**config.mk**
```make
export PLATFORM = sky130hd
export DESIGN_NAME = hce_match
export DESIGN_NICKNAME = d
export VERILOG_FILES = /design/src/rtl/core/hce_pkg.sv /design/src/rtl/core/hce_match.sv
export SDC_FILE = /design/constraint.sdc
export NUM_CORES = 2
export LEC_CHECK = 0
export BUFFER_PORTS_ARGS = -buffer_cell sky130_fd_sc_hd__buf_4
export CAP_MARGIN = 5
export CORE_MARGIN = 2
export CORE_UTILIZATION = 50
export DETAILED_ROUTE_END_ITERATION = 7
export GPL_TIMING_DRIVEN = 0
export PLACE_DENSITY = 0.7
export SYNTH_ARGS = -nofsm -noshare
export SYNTH_HDL_FRONTEND = slang
export SYNTH_SLANG_ARGS = --single-unit
```
**constraint.sdc**
```tcl
create_clock -name vclk -period 22
set_input_delay 2.2 -clock vclk [all_inputs]
set_output_delay 2.2 -clock vclk [all_outputs]
set_load 0.01 [all_outputs]
```
**src/rtl/core/hce_pkg.sv**
```systemverilog
// Package with widths, defaults and register codes of the harmonic comb energy block.
package hce_pkg;

    localparam int FREQ_W            = 23;
    localparam int BINW_W            = 24;
    localparam int MAG_W             = 24;
    localparam int ENERGY_W          = 35;
    localparam int CFG_IDX_W         = 1;
    localparam int CFG_DATA_W        = 24;
    localparam int S_TDATA_W         = 24;
    localparam int M_TDATA_W         = 40;
    localparam int DEF_NUM_HARMONICS = 30;
    localparam int DEF_MAX_BINS      = 2048;

    // Configuration register indexes
    typedef enum logic [CFG_IDX_W-1:0] {
        CFG_FUND = 1'b0,
        CFG_BINW = 1'b1
    } t_cfg_idx;

endpackage

```
**src/rtl/core/hce_match.sv**
```systemverilog
// Parallel harmonic window test of one bin against all harmonic multiples.
module hce_match #(
    parameter int NUM_HARMONICS = hce_pkg::DEF_NUM_HARMONICS,
    parameter int HW            = 29,
    parameter int CW            = 36
) (
    input  logic [HW-1:0]                 i_harm [NUM_HARMONICS],
    input  logic [CW-1:0]                 i_c2,
    input  logic [hce_pkg::BINW_W-1:0]    i_bw,
    output logic                          o_sel
);

    localparam int CMPW = ((CW > HW) ? CW : HW) + 1;

    logic [CMPW-1:0]          c2_ext;
    logic [CMPW-1:0]          hi_edge;
    logic [NUM_HARMONICS-1:0] hit;

    // Upper edge of the doubled-scale window, shared by all harmonics
    assign c2_ext  = CMPW'(i_c2);
    assign hi_edge = c2_ext + CMPW'(i_bw);

    // One window test per harmonic: 2hf + bw >= 2kbw and 2hf <= 2kbw + bw
    always_comb begin
        for (int h = 0; h < NUM_HARMONICS; h++) begin
            hit[h] = ((CMPW'(i_harm[h]) + CMPW'(i_bw)) >= c2_ext) &&
                     (CMPW'(i_harm[h]) <= hi_edge);
        end
    end

    assign o_sel = |hit;

endmodule

```
==> impl_results.md <==
* Largest net degree at the start of global routing at 35
* Count of pins over their slew limit at 0
* Slew headroom at 0.0486
* Layout cell share with drive strength beyond 1 at 0.116
* Status: completed
* Routability cong. at 1.03
* Core ar. at 146,000 µm²
* Total power at 0.00355 W
* Post-layout instance area at 86,000 µm²
* Via density at 6.90
* Met1 layer usage reported by global route at 0.565
* Grt ovf at 0
* Syn Area/Cell at 7.76 µm²
* Dpl hpwl at 287 mm
* Full die area at 150,000 µm²
* Fillers at 13,400
* Buffer and inverter count on the worst path at 3
* Synthesis warning total at 0
* Crit start category: input port
* Final period util at 0.626
* P_sw at 0.00209 W
* Crit path required time at 19.80 ns
* Commonest non-fill, non-tap cell in the layout: ha_1
* Worst-margin pin slew at 1.39 ns
* Pre-CTS setup slack at 8.74 ns
* Slowest CP cell: a2111oi_0
* Sequential-to-total area share from yosys stat at 0
* Leading area contributor after synthesis: ha_1
* Setup Buffers After CTS at 0
* Maximum vdd drop at 0.0000396 V
* Hold Buf Count CTS at 0
* First-pass GRT wire length at 528 mm
* Met3 Use GR at 0.147
* 1st-pass router iterations at 8
* Vias at 86,400
* CP Capture Type: primary output
* Drt drc at 0
* Final Hold Fails at 0
* CLK BUF at 0
* CP max FO at 31
* Delay-heaviest family, CP: compound AO/OA/AOI/OAI gates
* FMAX at 0.0726 GHz
* Hold Crit Start: i_c2[35]
* Setup TNS at 0 ns
* Hold depth at 6
* Top cell type's share of synthesized area at 0.429
* Initial antenna violation count at 119
* Post-DRT Antenna Nets at 0
* Synth Net Count at 12,900
* Critical path class: in2out
* Die height at 387 µm
* Row cnt at 140
* Worst endpoint data arrival time at 11.57 ns
* Sequential Power Share at 0
* Crit-path cells: buf_4, ha_1, nor2b_1, o31ai_1, a311o_1, a21boi_1, o21ai_1, nand2_1, a21oi_1, nor2_1, nor2_1, xor2_4, buf_16, ha_1, nand4_1, nor4_1, a21boi_0, nor4_1, o211ai_1, nand4_1, a2111oi_0, a31oi_1, or4_1, buf_4
* # resized after CTS at 0
* CP max stage delay at 1.02 ns
* Area growth from synthesis to layout at 17.3%
* Clock power frac at 0
* Max-cap viol count at 0
* RSZ-0062 raised after global routing: false
* Sequential cell count at 0
* Final setup fails at 0
* Internal power at 0.00146 W
* Mapped Cells at 9,444
* Hold WC Path Type: in2out
* Area of the multi-input gates at 72,500 µm²
* Initial Utilization at 0.504
* Switching Fraction at 0.589
* Die width at 387 µm
* Flip-flop and latch area at 0 µm²
* Vias in the first global route at 80,800
* Routed WL per cell at 29.9 µm
* Number of I/O pins at 931
* IO buf count at 929
* Area post-placement at 85,700 µm²
* Leak pwr at 42.0 nW
* Total track usage at 0.473
* Gr busiest metal: met2
* Met2 Use GR at 0.687
* Area contributors post-synth: ha_1 (43%), a21oi_1 (6.5%), xnor2_1 (6.4%)
* Worst hold endpoint: o_sel
* Most frequent cells in the layout: ha_1 (2,513), a21oi_1 (953), buf_4 (932)
* Post-route worst setup slack at 8.23 ns
* Final wirelength at 375 mm
* Period minus WS final at 13.77 ns
* Final #Nets at 14,000
* Starting DRT DRC Count at 9,980
* Count of cell types in the netlist at 88
* Combinational share of power at 1.000
* Mapped Area at 73,300 µm²
* PwrDens at 41.2 nW/µm²
-- tightest hold or removal path, delay by kind of cell --
kind,cells,cell delay (ns)
buffers and inverters,2,0.28
xor gates and xnor gates,1,0.17
and+or+nand+nor,1,0.12
AOI/OAI and AO/OA,2,0.22
-- kinds of logic (layout without fill, tap and decap cells) --
family / after synthesis / count (layout) / share of synthesized area
buffers and inverters: 326 / 1387 / 0.0167
AO/OA/AOI/OAI: 3066 / 3066 / 0.266
other: 0 / 99 / 0
multiplexers: 5 / 5 / 0.000734
adder cells (fa/ha/maj): 2545 / 2545 / 0.437
XOR/XNOR: 772 / 772 / 0.0922
AND/OR/NAND/NOR: 2730 / 2730 / 0.187
-- cell type report --
type	instances	share of cell area
multi-input combinational	9118	0.843
timing repair buffer	1061	0.111
tap	1917	0.0279
inverter	304	0.0139
antenna	99	0.00288
buffer	22	0.00103
-- metal layers --
| metal | share of wire | vias to the layer above |
|---|---|---|
| met1 | 0.36 | 39800 |
| li1 | - | 38900 |
| met5 | 0.0011 | - |
| met2 | 0.40 | 5878 |
| met3 | 0.14 | 1745 |
| met4 | 0.10 | 70 |
-- cells in the mapped netlist (150+ instances only) --
cell and instances:
nand4_1 323, nor2_1 679, xor2_1 239, nand2_1 521, xnor2_1 533, o21a_1 158
inv_1 303, nand3_1 284, a21oi_1 953, a21o_1 423, a211oi_1 153, ha_1 2514
nor3_1 236, o21ai_0 596, nor2b_1 150
-- per-stage QoR --
stage,hold slack [ns],instances,util
floorplan,4.85,9444,-
global placement,5.18,12300,0.568
CTS,5.18,12400,0.589
detailed placement,5.18,12400,0.589
global route,5.22,12500,0.590
finish,5.20,12500,0.591
-- how the worst max path moves through the flow --
| stage | depth (start not counted) | slack (ns) | endpoint | startpoint |
|---|---|---|---|---|
| finish | 24 | 8.23 | o_sel | i_bw[2] |
| global route | 24 | 8.32 | o_sel | i_bw[2] |
| CTS | 24 | 8.73 | o_sel | i_bw[2] |
| detailed placement | 24 | 8.74 | o_sel | i_bw[2] |
| global placement | 19 | 2.94 | o_sel | i_c2[1] |
| floorplan | 22 | 11.69 | o_sel | i_c2[1] |
-- power groups by stage --
stage          Sequential, W       Clock (W)  Combinational [W]
3_3_place_gp               0               0            0.00308
4_1_cts                    0               0            0.00342
3_5_place_dp               0               0            0.00339
5_1_grt                    0  0.000000000369            0.00384
2_1_floorplan              0               0            0.00210
6_report                   0  0.000000000194            0.00355
Power figures use the tool's default switching activity.
